`src/hw/rtl/avwm_pkg.sv`:
```
package avwm_pkg;

  localparam int unsigned DATA_W = 16;
  localparam int unsigned IDX_W  = 3;
  localparam logic [DATA_W-1:0] MV_MAX = 16'hFFFF;

  typedef enum logic {
    CMD_SAMPLE = 1'b0,
    CMD_EVAL   = 1'b1
  } cmd_t;

  typedef enum logic [1:0] {
    CODE_OK     = 2'd0,
    CODE_NOINIT = 2'd1,
    CODE_RANGE  = 2'd2
  } code_t;

  typedef enum logic [1:0] {
    MODE_IDLE = 2'd0,
    MODE_RUN  = 2'd1,
    MODE_DIAG = 2'd2
  } mode_t;

  localparam logic [1:0] MODE_BAD = 2'd3;

  typedef enum logic [IDX_W-1:0] {
    REG_GAIN   = 3'd0,
    REG_OFFSET = 3'd1,
    REG_UNDER  = 3'd2,
    REG_OVER   = 3'd3,
    REG_HYST   = 3'd4,
    REG_LIMIT  = 3'd5,
    REG_MODE   = 3'd6
  } reg_idx_t;

  typedef struct packed {
    logic        [DATA_W-1:0] gain;
    logic signed [DATA_W-1:0] offset_mv;
    logic        [DATA_W-1:0] under_th;
    logic        [DATA_W-1:0] over_th;
    logic        [DATA_W-1:0] hyst;
    logic        [DATA_W-1:0] raw_limit;
    mode_t                    mode;
  } cfg_t;

  // side effects of a mode register write on monitor state
  typedef struct packed {
    logic set_err;
    logic clr_inv;
  } mode_evt_t;

endpackage

```
`src/hw/rtl/avwm_cfg.sv`:
```
module avwm_cfg (
  input  logic                                clk,
  input  logic                                rst_n,
  input  logic                                wr_en,
  input  logic [avwm_pkg::IDX_W-1:0]          wr_idx,
  input  logic [avwm_pkg::DATA_W-1:0]         wr_data,
  output avwm_pkg::cfg_t                      cfg,
  output avwm_pkg::mode_evt_t                 evt
);
  import avwm_pkg::*;

  cfg_t cfg_r;
  cfg_t cfg_nxt;

  always_comb begin
    cfg_nxt     = cfg_r;
    evt.set_err = 1'b0;
    evt.clr_inv = 1'b0;
    if (wr_en) begin
      unique case (reg_idx_t'(wr_idx))
        REG_GAIN:   cfg_nxt.gain      = wr_data;
        REG_OFFSET: cfg_nxt.offset_mv = $signed(wr_data);
        REG_UNDER:  cfg_nxt.under_th  = wr_data;
        REG_OVER:   cfg_nxt.over_th   = wr_data;
        REG_HYST:   cfg_nxt.hyst      = wr_data;
        REG_LIMIT:  cfg_nxt.raw_limit = wr_data;
        REG_MODE: begin
          // no mode change before a limit is set, and code 3 is rejected
          if ((cfg_r.raw_limit == '0) || (wr_data[1:0] == MODE_BAD)) begin
            evt.set_err = 1'b1;
          end else begin
            cfg_nxt.mode = mode_t'(wr_data[1:0]);
            evt.clr_inv  = 1'b1;
          end
        end
        default: ;
      endcase
    end
  end

  always_ff @(posedge clk) begin
    if (!rst_n) begin
      cfg_r.gain      <= 16'd1;
      cfg_r.offset_mv <= '0;
      cfg_r.under_th  <= '0;
      cfg_r.over_th   <= MV_MAX;
      cfg_r.hyst      <= '0;
      cfg_r.raw_limit <= 16'd4095;
      cfg_r.mode      <= MODE_IDLE;
    end else begin
      cfg_r <= cfg_nxt;
    end
  end

  assign cfg = cfg_r;

endmodule

```
`src/hw/rtl/avwm_scale.sv`:
```
module avwm_scale (
  input  logic        [avwm_pkg::DATA_W-1:0] raw,
  input  logic        [avwm_pkg::DATA_W-1:0] gain,
  input  logic signed [avwm_pkg::DATA_W-1:0] offset_mv,
  output logic        [avwm_pkg::DATA_W-1:0] mv
);
  import avwm_pkg::*;

  localparam int unsigned PROD_W = 2 * DATA_W;
  localparam int unsigned SUM_W  = PROD_W + 2;

  logic        [PROD_W-1:0] prod;
  logic signed [SUM_W-1:0]  sum;

  assign prod = raw * gain;
  assign sum  = $signed({2'b00, prod}) + SUM_W'(offset_mv);

  // clamp to 0..MV_MAX
  always_comb begin
    if (sum[SUM_W-1]) begin
      mv = '0;
    end else if (|sum[SUM_W-2:DATA_W]) begin
      mv = MV_MAX;
    end else begin
      mv = sum[DATA_W-1:0];
    end
  end

endmodule

```
`src/hw/rtl/avwm_hyst.sv`:
```
module avwm_hyst (
  input  logic [avwm_pkg::DATA_W-1:0] volt,
  input  avwm_pkg::cfg_t              cfg,
  input  logic                        under_act,
  input  logic                        over_act,
  output logic                        under_nxt,
  output logic                        over_nxt
);
  import avwm_pkg::*;

  logic [DATA_W-1:0] under_clear;
  logic [DATA_W-1:0] over_clear;

  // clear levels wrap at 16 bits
  assign under_clear = cfg.under_th + cfg.hyst;
  assign over_clear  = cfg.over_th - cfg.hyst;

  always_comb begin
    under_nxt = under_act;
    if (!under_act && (volt <= cfg.under_th)) begin
      under_nxt = 1'b1;
    end else if (under_act && (volt >= under_clear)) begin
      under_nxt = 1'b0;
    end
    over_nxt = over_act;
    if (!over_act && (volt >= cfg.over_th)) begin
      over_nxt = 1'b1;
    end else if (over_act && (volt <= over_clear)) begin
      over_nxt = 1'b0;
    end
  end

endmodule

```
`src/hw/rtl/adc_voltage_window_monitor_unit.sv`:
```
// an item goes from input transfer through the input register and then the result register
// to result transfer; throughput: one item per cycle while out_stall is low
// scale multiply-add and window compares share one stage
// a stalled result register holds one item while the input register holds the next
// reset (rst_n low, synchronous) clears stored sample, voltage and all flags and
// loads register defaults: gain 1, over threshold 65535, raw limit 4095, mode idle
module adc_voltage_window_monitor_unit (
  input  logic                             clk,
  input  logic                             rst_n,
  input  logic                             in_valid,
  output logic                             in_stall,
  input  logic                             in_cmd,
  input  logic [avwm_pkg::DATA_W-1:0]      in_raw_sample,
  output logic                             out_valid,
  input  logic                             out_stall,
  output avwm_pkg::code_t                  out_code,
  output logic [avwm_pkg::DATA_W-1:0]      out_voltage_mv,
  output logic [avwm_pkg::DATA_W-1:0]      out_last_raw,
  output logic                             out_under_flag,
  output logic                             out_over_flag,
  output logic                             out_error_flag,
  output logic                             out_invalid_flag,
  output logic                             out_ready_flag,
  input  logic                             cfg_valid,
  output logic                             cfg_ready,
  input  logic [avwm_pkg::IDX_W-1:0]       cfg_index,
  input  logic [avwm_pkg::DATA_W-1:0]      cfg_wdata
);
  import avwm_pkg::*;

  cfg_t       cfg;
  mode_evt_t  evt;

  logic              s1_valid_r, s1_valid_nxt;
  cmd_t              s1_cmd_r;
  logic [DATA_W-1:0] s1_raw_r;

  logic [DATA_W-1:0] raw_st_r, raw_st_nxt;
  logic [DATA_W-1:0] volt_st_r, volt_st_nxt;
  logic              under_r, under_nxt;
  logic              over_r, over_nxt;
  logic              err_r, err_nxt;
  logic              inv_r, inv_nxt;

  logic              res_valid_r;
  code_t             res_code_r, res_code_nxt;
  logic [DATA_W-1:0] res_volt_r;
  logic [DATA_W-1:0] res_raw_r;
  logic              res_under_r, res_over_r, res_err_r, res_inv_r, res_rdy_r;

  logic              out_free;
  logic              adv;
  logic              in_xfer;
  logic              ready;
  logic [DATA_W-1:0] scaled_mv;
  logic              hy_under, hy_over;

  assign cfg_ready = 1'b1;

  avwm_cfg u_cfg (
    .clk     (clk),
    .rst_n   (rst_n),
    .wr_en   (cfg_valid && cfg_ready),
    .wr_idx  (cfg_index),
    .wr_data (cfg_wdata),
    .cfg     (cfg),
    .evt     (evt)
  );

  avwm_scale u_scale (
    .raw       (s1_raw_r),
    .gain      (cfg.gain),
    .offset_mv (cfg.offset_mv),
    .mv        (scaled_mv)
  );

  avwm_hyst u_hyst (
    .volt      (volt_st_r),
    .cfg       (cfg),
    .under_act (under_r),
    .over_act  (over_r),
    .under_nxt (hy_under),
    .over_nxt  (hy_over)
  );

  // result register frees up when empty or taken this cycle
  assign out_free = !res_valid_r || !out_stall;
  assign adv      = s1_valid_r && out_free;
  assign in_stall = s1_valid_r && !out_free;
  assign in_xfer  = in_valid && !in_stall;
  assign ready    = (cfg.raw_limit != '0);

  always_comb begin
    s1_valid_nxt = s1_valid_r;
    if (in_xfer) begin
      s1_valid_nxt = 1'b1;
    end else if (adv) begin
      s1_valid_nxt = 1'b0;
    end
  end

  always_comb begin
    raw_st_nxt   = raw_st_r;
    volt_st_nxt  = volt_st_r;
    under_nxt    = under_r;
    over_nxt     = over_r;
    err_nxt      = err_r;
    inv_nxt      = inv_r;
    res_code_nxt = CODE_OK;
    if (adv) begin
      if (!ready) begin
        res_code_nxt = CODE_NOINIT;
        if (s1_cmd_r == CMD_SAMPLE) begin
          err_nxt = 1'b1;
        end
      end else if (s1_cmd_r == CMD_SAMPLE) begin
        if (s1_raw_r > cfg.raw_limit) begin
          err_nxt      = 1'b1;
          inv_nxt      = 1'b1;
          res_code_nxt = CODE_RANGE;
        end else begin
          raw_st_nxt  = s1_raw_r;
          volt_st_nxt = scaled_mv;
          inv_nxt     = 1'b0;
        end
      end else if ((cfg.mode == MODE_RUN) || (cfg.mode == MODE_DIAG)) begin
        under_nxt = hy_under;
        over_nxt  = hy_over;
      end
    end
    // mode writes must only come while idle; the block itself does not enforce this
    if (evt.set_err) begin
      err_nxt = 1'b1;
    end
    if (evt.clr_inv) begin
      inv_nxt = 1'b0;
    end
  end

  always_ff @(posedge clk) begin
    if (!rst_n) begin
      s1_valid_r  <= 1'b0;
      res_valid_r <= 1'b0;
      raw_st_r    <= '0;
      volt_st_r   <= '0;
      under_r     <= 1'b0;
      over_r      <= 1'b0;
      err_r       <= 1'b0;
      inv_r       <= 1'b0;
    end else begin
      s1_valid_r <= s1_valid_nxt;
      if (out_free) begin
        res_valid_r <= s1_valid_r;
      end
      raw_st_r  <= raw_st_nxt;
      volt_st_r <= volt_st_nxt;
      under_r   <= under_nxt;
      over_r    <= over_nxt;
      err_r     <= err_nxt;
      inv_r     <= inv_nxt;
    end
  end

  always_ff @(posedge clk) begin
    if (in_xfer) begin
      s1_cmd_r <= cmd_t'(in_cmd);
      s1_raw_r <= in_raw_sample;
    end
    if (adv) begin
      res_code_r  <= res_code_nxt;
      res_volt_r  <= ready ? volt_st_nxt : '0;
      res_raw_r   <= raw_st_nxt;
      res_under_r <= under_nxt;
      res_over_r  <= over_nxt;
      res_err_r   <= err_nxt;
      res_inv_r   <= inv_nxt;
      res_rdy_r   <= ready;
    end
  end

  assign out_valid        = res_valid_r;
  assign out_code         = res_code_r;
  assign out_voltage_mv   = res_volt_r;
  assign out_last_raw     = res_raw_r;
  assign out_under_flag   = res_under_r;
  assign out_over_flag    = res_over_r;
  assign out_error_flag   = res_err_r;
  assign out_invalid_flag = res_inv_r;
  assign out_ready_flag   = res_rdy_r;

endmodule

```
`config.mk`:
```
export PLATFORM = sky130hd
export DESIGN_NAME = adc_voltage_window_monitor_unit
export DESIGN_NICKNAME = d
export VERILOG_FILES = /design/src/hw/rtl/avwm_pkg.sv /design/src/hw/rtl/avwm_cfg.sv /design/src/hw/rtl/avwm_scale.sv /design/src/hw/rtl/avwm_hyst.sv /design/src/hw/rtl/adc_voltage_window_monitor_unit.sv
export SDC_FILE = /design/constraint.sdc
export NUM_CORES = 1
export LEC_CHECK = 0
export CAP_MARGIN = 10
export CORE_MARGIN = 10
export CORE_UTILIZATION = 65
export CTS_CLUSTER_DIAMETER = 40
export CTS_CLUSTER_SIZE = 40
export DETAILED_ROUTE_END_ITERATION = 7
export DONT_BUFFER_PORTS = 1
export GPL_ROUTABILITY_DRIVEN = 0
export PLACE_DENSITY = 0.87
export SYNTH_ARGS = -nofsm -noshare
export SYNTH_HDL_FRONTEND = slang
export SYNTH_SLANG_ARGS = --single-unit
export TNS_END_PERCENT = 100
```
`constraint.sdc`:
```
create_clock -name clk -period 9.7 [get_ports clk]
set_clock_uncertainty 0.05 [all_clocks]
set_input_delay 1.94 -clock clk [delete_from_list [all_inputs] [get_ports clk]]
set_output_delay 1.94 -clock clk [all_outputs]
set_load 0.005 [all_outputs]
```
======== After elaboration in Yosys (flattened, before gate mapping) ========
Cells that the tools add are included.
storage, ports and cells
  register bits ........................... 192
  word-level logic and storage cells ...... 116
cells by class
  add/sub/neg operators ................... 3
  $mul .................................... 1
  $lt $le $gt $ge ......................... 5
  equal/unequal tests ..................... 9
  muxes and demuxes ....................... 41
  bitwise gates (word level) .............. 2
  reduce and logical (&&, ||, !) cells .... 29
operator list
  kind                count
  $mux 16             10
  $add 33x16->34      1
  $ge 16x16->1        2
  $le 16x16->1        2
  $mul 16x16->32      1
  $mux 1              28
  $reduce_or 17->1    1
  $add 16x16->16      1
  $gt 16x16->1        1
  $logic_not 16->1    1
  $reduce_bool 16->1  1
  $sub 16x16->16      1
  $reduce_and 2->1    6
  $eq 3x3->1 const B  3
  $logic_and 1x1->1   7
  $eq 3x2->1 const B  2
  $logic_not 1->1     6
  $mux 2              3
  $eq 2x2->1 const B  2
  $eq 3x1->1 const B  1
  $logic_not 3->1     1
  $logic_or 1x1->1    3
  $reduce_and 3->1    1
  $eq 2x1->1 const B  1
  3 further kinds     4

======== Depth between registers and ports, before layout ========
Gate-level depths: netlist of run 1.
  depth in word-level cells ............... 9
  gate-level depth with buffers ........... 36
  gate-level depth less buffers ........... 33

======== Cells and area by module ========
Synthesis of run 1 repeated with hierarchy kept, for this count alone.
second synthesis, totals
  cell total of the unflattened synthesis .. 2374
  area, all modules ....................... 20708.6 µm²
by module, submodules not included
  module                           times used  cells each  area each (µm²)  seq. area each (µm²)
  avwm_scale                       1           1229        10343.7          0.0
  adc_voltage_window_monitor_unit  1           332         3896.2           2442.3
  avwm_cfg                         1           447         3652.3           1961.9
  avwm_hyst                        1           366         2816.5           0.0

======== Worst setup path after synthesis of run 1 ========
Ideal clock, no wire load.
  kind .................................... register to register
  from .................................... register s1_raw_r[8]
  to ...................................... register res_volt_r[14] (netlist: out_voltage_mv[14]), data pin
  library setup time ...................... 0.259 ns
  data arrival time ....................... 8.445 ns
  required time ........................... 9.391 ns
  slack ................................... 0.947 ns
  cell stages (with the launch flop) ...... 34
  path through ............................ edfxtp_1 > clkbuf_1 > and2_1 > fa_1 > inv_1 > fa_1 > inv_1 > fa_1 > fa_1 > fa_1 > inv_1 > fa_1 > inv_1 > ha_1 > a21o_1 > a21o_1 > a211oi_1 > o211ai_1 > o21ai_1 > o211a_1 > o21bai_1 > a21o_1 > xnor2_1 > ha_1 > nor3b_1 > a21oi_1 > o211ai_1 > a211o_1 > a211o_1 > a2111o_1 > or4_4 > nor4_4 > buf_6 > a21oi_1
between the ends
  word-level cells in the longest chain between the ends .. 9
ends and longest elaborated chain
  what                    RTL line                                text
  start, declared         adc_voltage_window_monitor_unit.sv:36   logic [DATA_W-1:0] s1_raw_r;
  start signal, assigned  adc_voltage_window_monitor_unit.sv:167  s1_raw_r <= in_raw_sample;
  $mul 16x16->32          avwm_scale.sv:15                        assign prod = raw * gain;
  $add 33x16->34          avwm_scale.sv:16                        assign sum = $signed({2'b00, prod}) + SUM_W'(offset_mv);
  $reduce_or 17->1        avwm_scale.sv:22                        end else if (|sum[SUM_W-2:DATA_W]) begin
  $mux 16                 avwm_scale.sv:22
  $mux 16                 avwm_scale.sv:20                        if (sum[SUM_W-1]) begin
  $mux 16 (*)             adc_voltage_window_monitor_unit.sv:117  if (s1_raw_r > cfg.raw_limit) begin
  $mux 16 (*)             adc_voltage_window_monitor_unit.sv:116  end else if (s1_cmd_r == CMD_SAMPLE) begin
  $mux 16 (*)             adc_voltage_window_monitor_unit.sv:111  if (!ready) begin
  $mux 16 (*)             adc_voltage_window_monitor_unit.sv:110  if (adv) begin
  end signal, assigned    adc_voltage_window_monitor_unit.sv:171  res_volt_r <= ready ? volt_st_nxt : '0;
  end, declared           adc_voltage_window_monitor_unit.sv:47   logic [DATA_W-1:0] res_volt_r;
Every way passes the cells marked *; elsewhere a longest branch is shown, timed or not.
A chain may end at the register's enable or synchronous reset.

======== Worst setup path after layout of run 1 ========
  from .................................... register s1_raw_r[9]
  to ...................................... register res_volt_r[7] (netlist: out_voltage_mv[7]), data pin
The elaborated chain is that of the path after synthesis.

==> run metrics, run 1 <==
status finished clean; max-cap check violation count 0; mux share of post-synthesis cell area 0.00927; initial antenna violation count 1; most instantiated library cell after synthesis nand2_1; # IOs 83; Worst Setup End Kind flip-flop; first-pass GRT wire length 92100 um; CP startpoint kind flip-flop; Yosys warnings 0; class of the worst hold path flip-flop to flip-flop; Total GRT Usage 0.292; worst hold margin 0.431 ns; Reg clk slew, reported paths 0.09 ns; Core ar. 31600 sq um; maximum VDD drop 128 uV; vias in the first global route 17800; Synth Area in Compound Gates 0.158; Critical R2R Launch s1_raw_r[9]$_DFFE_PP_; CTS tree built; Final nets 2824; Critical Path Most Common Cell fa_1; DR iter-0 viols 1545; synthesized netlist cell count 2366; post-synth cell types 82; DIE WIDTH 199 um; Syn-to-layout area delta 5.37%; Syn Area/Cell 8.78 sq um; cts hold-fix bufs 0; EDFF count, synth 56; share of cells above drive strength 1 0.0565; Post-Synth Simple-Gate Area 0.175; Synth top cells by count 339 x nand2_1, 314 x inv_1, 247 x ha_1; Setup Viol. Count Final 0; area share of the largest cell type after synthesis 0.190; max_slew headroom 0.279; DRC viols 0; largest family of logic cells by synthesized area adder cells; Lkg Pwr 9.95 nW; PortBufs 0; synthesized area 20800 sq um; largest net degree at the start of global routing 137; Post-synth ARST share 0; Slew @ Worst Pin 1.08 ns; post-synth net total 2851; Cell Pwr Density 103 nW/um^2; chip height 199 um; CP Data Required Time 9.86 ns; CP Max Fanout 32; Initial Util 0.659; WL/cell 20.5 um; Worst setup startpoint s1_raw_r[9]$_DFFE_PP_; min cycle time layout 9.37 ns; xor and xnor fraction of the mapped netlist area 0.0303; CTS root buffer clkbuf_16; total wire length 56300 um; largest area contributor in the synthesized netlist fa_1; min-delay src u_cfg.cfg[78]$_SDFFE_PN0P_; DP HPWL 42500 um; worst path arrival time 9.53 ns; CTS buffer count 17; adder-cell share of the synthesized area 0.338; Final Max Slew Viols 0; Final Util 0.694; top cells by area, synth fa_1 19%, ha_1 15%, dfxtp_1 13%; FF+latch count, synth 192; worst skew pair latency 0.46 ns; Final period util 0.966; Max stage delay on crit path 0.58 ns; H-tree Lvls 4; vias per cell 6.29; Max Clk Rate 107 MHz; Max Root-Sink Buffers 2; final hold vios 0; WS Path Type flip-flop to flip-flop; CP max stage cell fa_1; TritonRoute pass-1 iters 5; DRT antenna net count 0; Die Area 39500 sq um; detailed-route via count 17300; Seq/Total Area, Yosys 0.212; ys flop type dfxtp_1; # clock sinks 192; GRT Residual Overflow 0; Rows 65
## kinds of logic (layout without fill, tap and decap cells)
family	count (synthesis)	after routing
compound gates	487	487
fa+ha+maj	444	444
other cells	1	2
flops	192	192
mux	17	17
xor+xnor	72	72
simple gates	745	745
buf+inv	408	394
## power breakdown
part | internal (mW) | switching, mW
Combinational | 0.238 | 0.374
Clock | 0.353 | 0.387
Sequential | 0.856 | 0.0385
Total | 1.45 | 0.799
## through the flow
stage	power, mW	cell area [sq um]	TNS [ns]	setup slack [ns]	instances
final	2.25	21900	0	0.331	2755
after detailed placement	1.49	21200	0	0.316	2713
after global routing	2.34	21900	-0.0134	-0.00700	2754
after floorplan	1.35	20800	0	0.947	2366
after global placement	1.47	21200	0	0.463	2713
after CTS	2.22	21800	0	0.220	2745
## per-layer routing
layer / part of all wire / global-route usage / up-vias
li1: - / - / 7833
met1: 0.38 / 0.353 / 8370
met2: 0.47 / 0.485 / 911
met3: 0.10 / 0.0750 / 206
met4: 0.043 / 0.125 / 0
met5: 0 / 0 / -
## sequential cells by signal, summed over array words and instances (netlist names)
name	count
out_voltage_mv	16
under_r	1
out_under_flag	1
raw_st_r	16
s1_valid_r	1
out_ready_flag	1
err_r	1
volt_st_r	16
out_last_raw	16
out_error_flag	1
out_code	2
over_r	1
out_invalid_flag	1
s1_raw_r	16
u_cfg.cfg	98
s1_cmd_r	1
inv_r	1
out_valid	1
out_over_flag	1
## cell type report
type	instances	area, sq um
diodes	1	2.50
clock buffers	17	425
clock inverters	15	184
fillers	2263	9660
inverters	315	1180
multi-input cells	1766	14800
flip-flops and latches	192	4410
well taps	402	503
repair buffers	47	385
## path summary, 6_finish.rpt
check / end / slack, ns / depth (start not counted)
worst min-delay path: u_cfg.cfg[78]$_SDFFE_PN0P_ / 0.43 / 2
worst max-delay path: out_voltage_mv[7]$_SDFFCE_PP0P_ / 0.33 / 30
worst min register to register: u_cfg.cfg[78]$_SDFFE_PN0P_ / 0.43 / 2
worst max register to register: out_voltage_mv[7]$_SDFFCE_PP0P_ / 0.33 / 30
## layout by cell type, fill, tap and decap left out, types with 10 or more instances in the layout
| cell | Yosys | routed |
|---|---|---|
| a21boi_0 | 75 | 74 |
| xnor2_1 | 45 | 45 |
| a211oi_1 | 13 | 12 |
| dfxtp_1 | 136 | 134 |
| nor2b_1 | 23 | 22 |
| nand4_1 | 21 | 21 |
| clkbuf_16 | 0 | 17 |
| edfxtp_1 | 56 | 56 |
| fa_1 | 197 | 197 |
| o211ai_1 | 38 | 38 |
| xor2_1 | 27 | 27 |
| and2_1 | 188 | 188 |
| nor2_1 | 73 | 73 |
| a21o_1 | 50 | 50 |
| and3_1 | 12 | 12 |
| nand3_1 | 25 | 25 |
| ha_1 | 247 | 247 |
| nand2_1 | 339 | 339 |
| o31ai_1 | 10 | 10 |
| nor3_1 | 26 | 25 |
| a21oi_1 | 122 | 122 |
| inv_1 | 314 | 314 |
| buf_4 | 2 | 45 |
| o21a_1 | 17 | 17 |
| mux2_2 | 15 | 15 |
| o21bai_1 | 10 | 10 |
| o21ai_0 | 75 | 74 |
## worst max-delay path, delay by kind of cell, from the launching register on
family | cells | cell delay, ns
buffers and inverters | 5 | 0.74
and+or+nand+nor | 3 | 0.98
xor gates and xnor gates | 1 | 0.19
adders and majority gates | 8 | 3.64
AOI/OAI and AO/OA | 13 | 2.93
DFF | 1 | 0.56
## what timing repair did
action,4_1_cts,5_1_grt
endpoints found under the setup margin,0,32
setup buffers,0,8
resized for setup,0,5
hold endpoints to repair,0,0
Power figures use the tool's default switching activity.
==> run 2: changes to the inputs <==
- CTS_CLUSTER_SIZE: 40 -> 16
- clock period: 9.7 -> 11.16 ns (I/O delays scaled with it)
==> run metrics, run 2 (synthesis gave the netlist of run 1 again) <==
H-tree Lvls 4 (unchanged); vias in the first global route 17600 (was 17800); final setup TNS 0 ns (unchanged); final non-filler cell total 2715 (was 2755); DRT antenna net count 0 (unchanged); Core ar. 31600 sq um (unchanged); final hold vios 0 (unchanged); total wire length 55800 um (was 56300 um); Rows 65 (unchanged); Cell Pwr Density 90.1 nW/um^2 (was 103 nW/um^2); instance area after placement 20900 sq um (was 21200 sq um); worst skew pair latency 0.46 ns (about the same); Total GRT Usage 0.289 (was 0.292); GRT Residual Overflow 0 (unchanged); DRC viols 0 (unchanged); Setup Buffers After CTS 0 (unchanged); largest net degree at the start of global routing 137 (unchanged); Final nets 2785 (was 2824); CTS tree built (unchanged); Inserted Diodes 0 (was 1); Max Root-Sink Buffers 2 (unchanged); max_slew headroom 0.282 (was 0.279); Fillers 2273 (was 2263); CP Max Fanout 32 (unchanged); WS Path Type flip-flop to flip-flop (unchanged); RSZ-0062 raised after global routing false; first-pass GRT wire length 90800 um (was 92100 um); most common cell after layout, fill and taps aside nand2_1 (unchanged); pre-CTS WS 1.28 ns (was 0.316 ns); share of cells above drive strength 1 0.0393 (was 0.0565); Reg clk slew, reported paths 0.08 ns (was 0.09 ns); # IOs 83 (unchanged); PortBufs 0 (unchanged); chip height 199 um (unchanged); worst path arrival time 10.18 ns (was 9.53 ns); detailed-route via count 17100 (was 17300); Max stage delay on crit path 1.01 ns (was 0.58 ns); Worst Setup End Kind flip-flop (unchanged); cell count after placement 2682 (was 2713); vias per cell 6.29 (about the same); CP Data Required Time 11.31 ns (was 9.86 ns); Slew @ Worst Pin 1.07 ns (was 1.08 ns); DP HPWL 41200 um (was 42500 um); Largest register FFs 98 (unchanged); Setup Viol. Count Final 0 (unchanged); Critical Path Most Common Cell fa_1 (unchanged); Post-CTS Resized 0 (unchanged); # clock sinks 192 (unchanged); CP startpoint kind flip-flop (unchanged); CP max stage cell edfxtp_1 (was fa_1); Final Util 0.684 (was 0.694); status finished clean (unchanged); cts hold-fix bufs 0 (unchanged); DIE WIDTH 199 um (unchanged); Tot Pwr 1.94 mW (was 2.25 mW); most frequent cells in the layout 339 x nand2_1, 314 x inv_1, 247 x ha_1, 197 x fa_1, 188 x and2_1 (unchanged); DR iter-0 viols 1780 (was 1545); Final Max Slew Viols 0 (unchanged); CTS root buffer clkbuf_16 (unchanged); final instance area 21600 sq um (was 21900 sq um); class of the worst hold path flip-flop to flip-flop (unchanged); worst hold margin 0.427 ns (was 0.431 ns); Lkg Pwr 9.75 nW (was 9.95 nW); final worst setup slack 1.13 ns (was 0.331 ns); Initial Util 0.659 (unchanged); max-cap check violation count 0 (unchanged); Max Clk Rate 99.7 MHz (was 107 MHz); CTS buffer count 17 (unchanged); WL/cell 20.5 um (about the same); min cycle time layout 10.03 ns (was 9.37 ns); Final period util 0.899 (was 0.966); initial antenna violation count 0 (was 1); Syn-to-layout area delta 3.83% (was 5.37%); maximum VDD drop 116 uV (was 128 uV); TritonRoute pass-1 iters 7 (was 5); Die Area 39500 sq um (unchanged)
## run 2: cell types whose count changed in the layout (fill, tap and decap cells not counted), sizes merged
| cell | change |
|---|---|
| clkinv | +1 |
| inv | -1 |
| buf | -39 |
| diode | -1 |
## run 2: path summary, 6_finish.rpt
kind                         startpoint                          endpoint  slack, ns  depth (start not counted)
max              s1_raw_r[13]$_DFFE_PP_  out_voltage_mv[10]$_SDFFCE_PP0P_       1.13                         30
min          u_cfg.cfg[76]$_SDFFE_PN0P_        u_cfg.cfg[76]$_SDFFE_PN0P_       0.43                          2
max reg2reg      s1_raw_r[13]$_DFFE_PP_  out_voltage_mv[10]$_SDFFCE_PP0P_       1.13                         30
min reg2reg  u_cfg.cfg[76]$_SDFFE_PN0P_        u_cfg.cfg[76]$_SDFFE_PN0P_       0.43                          2
## run 2: final cells by class
class	count	area [sq um]	area share
inverters	315	1180	0.0548
well taps	402	503	0.0233
multi-input cells	1766	14800	0.686
repair buffers	8	67.6	0.00313
clock buffers	17	425	0.0197
flip-flops and latches	192	4400	0.204
clock inverters	15	186	0.00864
## run 2: worst max-delay path, delay by kind of cell (launching register included)
family | cells | cell delay, ns
compound gates | 9 | 1.99
flops | 1 | 1.01
buf+inv | 4 | 0.54
simple gates | 8 | 2.11
xor+xnor | 1 | 0.14
fa+ha+maj | 8 | 3.91
## run 2: per-layer routing
layer,up-vias,wire [um],track usage
met5,-,0,0
met4,0,2720,0.134
met3,222,5900,0.0728
met2,908,26100,0.473
met1,8190,21100,0.351
li1,7752,-,-
## run 2: power by group
group | internal, mW | total, mW | switching, mW
Combinational | 0.198 | 0.508 | 0.310
Clock | 0.308 | 0.644 | 0.336
Sequential | 0.744 | 0.792 | 0.0481
==> run 3: changes to the inputs <==
- CORE_UTILIZATION: 65 -> 60
- PLACE_DENSITY: 0.87 -> 0.82
==> run metrics, run 3 (synthesis gave the netlist of run 1 again) <==
final setup TNS 0 ns (unchanged); Lkg Pwr 9.78 nW (was 9.75 nW); H-tree Lvls 4 (unchanged); DP HPWL 41100 um (was 41200 um); max-cap check violation count 0 (unchanged); WS Path Type flip-flop to flip-flop (unchanged); Max Clk Rate 101 MHz (was 99.7 MHz); Reg clk slew, reported paths 0.08 ns (about the same); Critical Path Most Common Cell fa_1 (unchanged); Slew @ Worst Pin 1.22 ns (was 1.07 ns); # IOs 83 (unchanged); CP Max Fanout 18 (was 32); Inserted Diodes 0 (unchanged); worst path arrival time 10.01 ns (was 10.18 ns); Final Util 0.630 (was 0.684); DRC viols 0 (unchanged); Setup Viol. Count Final 0 (unchanged); CP startpoint kind flip-flop (unchanged); CTS buffer count 17 (unchanged); TritonRoute pass-1 iters 6 (was 7); cts hold-fix bufs 0 (unchanged); min cycle time layout 9.86 ns (was 10.03 ns); total wire length 54300 um (was 55800 um); worst hold margin 0.422 ns (was 0.427 ns); PortBufs 0 (unchanged); largest net degree at the start of global routing 137 (unchanged); max_slew headroom 0.184 (was 0.282); Syn-to-layout area delta 4.17% (was 3.83%); maximum VDD drop 119 uV (was 116 uV); GRT Residual Overflow 0 (unchanged); Die Area 42500 sq um (was 39500 sq um); vias in the first global route 17200 (was 17600); Fillers 2798 (was 2273); CP Data Required Time 11.31 ns (about the same); CP max stage cell edfxtp_1 (unchanged); WL/cell 19.6 um (was 20.5 um); pre-CTS WS 1.46 ns (was 1.28 ns); final non-filler cell total 2774 (was 2715); Cell Pwr Density 88.5 nW/um^2 (was 90.1 nW/um^2); CTS root buffer clkbuf_16 (unchanged); final hold vios 0 (unchanged); most common cell after layout, fill and taps aside nand2_1 (unchanged); flop2flop setup slack 1.30 ns (was 1.13 ns); Post-CTS Resized 0 (unchanged); RSZ-0062 raised after global routing false (unchanged); Final period util 0.884 (was 0.899); worst skew pair latency 0.46 ns (about the same); Max Root-Sink Buffers 2 (unchanged); Initial Util 0.605 (was 0.659); initial antenna violation count 1 (was 0); DIE WIDTH 206 um (was 199 um); final worst setup slack 1.30 ns (was 1.13 ns); chip height 206 um (was 199 um); detailed-route via count 16700 (was 17100); cell count after placement 2742 (was 2682); # clock sinks 192 (unchanged); Core ar. 34400 sq um (was 31600 sq um); Final Max Slew Viols 0 (unchanged); Setup Buffers After CTS 0 (unchanged); Worst Setup End Kind flip-flop (unchanged); Max stage delay on crit path 0.85 ns (was 1.01 ns); CTS tree built (unchanged); share of cells above drive strength 1 0.0414 (was 0.0393); most frequent cells in the layout 339 x nand2_1, 314 x inv_1, 247 x ha_1, 197 x fa_1, 188 x and2_1 (unchanged); first-pass GRT wire length 89200 um (was 90800 um); DRT antenna net count 0 (unchanged); Largest register FFs 98 (unchanged); Rows 68 (was 65); vias per cell 6.03 (was 6.29); class of the worst hold path flip-flop to flip-flop (unchanged); Final nets 2791 (was 2785); Total GRT Usage 0.262 (was 0.289); DR iter-0 viols 1357 (was 1780); status finished clean (unchanged)
[run 3: cell count changes in the layout (fill, tap and decap cells not counted), moves of 2 or more]
cell,before,now
buf_4,7,14
clkbuf_16,17,19
clkinv_2,0,3
inv_12,2,0
inv_8,4,2
inv_6,3,6
clkinv_8,4,1
[run 3: metal layers]
| metal | global-route usage | routed length [um] |
|---|---|---|
| met1 | 0.319 | 21700 |
| met2 | 0.443 | 26000 |
| met3 | 0.0663 | 4790 |
| met4 | 0.0910 | 1820 |
| met5 | 0 | 13 |
[run 3: path summary, 6_finish.rpt]
check                        startpoint                         endpoint  cells past startpoint
max              s1_raw_r[11]$_DFFE_PP_  out_voltage_mv[8]$_SDFFCE_PP0P_                     30
min          u_cfg.cfg[80]$_SDFFE_PN0P_       u_cfg.cfg[80]$_SDFFE_PN0P_                      2
max reg2reg      s1_raw_r[11]$_DFFE_PP_  out_voltage_mv[8]$_SDFFCE_PP0P_                     30
min reg2reg  u_cfg.cfg[80]$_SDFFE_PN0P_       u_cfg.cfg[80]$_SDFFE_PN0P_                      2
[run 3: stage by stage]
step / total power, mW / area (sq um)
after floorplan: 1.17 / 20800
after global placement: 1.27 / 21100
after detailed placement: 1.29 / 21100
after CTS: 1.91 / 21700
after global routing: 2.00 / 21700
final: 1.92 / 21700
[run 3: cell type report]
type / instances / area, sq um / share of cell area
tap: 455 / 569 / 0.0263
inverter: 315 / 1180 / 0.0546
clock inverter: 13 / 115 / 0.00532
clock buffer: 19 / 475 / 0.0220
multi-input combinational: 1766 / 14800 / 0.684
sequential: 192 / 4400 / 0.203
timing repair buffer: 14 / 105 / 0.00485
[run 3: power by group]
part	leakage (nW)	switching, mW	total, mW	internal (mW)
clock	0.296	0.303	0.623	0.320
combinational	7.85	0.307	0.505	0.198
sequential	1.63	0.0433	0.787	0.744
[run 3: critical path: cells and delay by family (launching register included)]
| kind | cells | cell delay (ns) |
|---|---|---|
| adders and majority gates | 8 | 3.85 |
| AOI/OAI and AO/OA | 13 | 3.15 |
| and+or+nand+nor | 4 | 1.16 |
| DFF | 1 | 0.85 |
| buffers and inverters | 4 | 0.45 |
| xor gates and xnor gates | 1 | 0.10 |
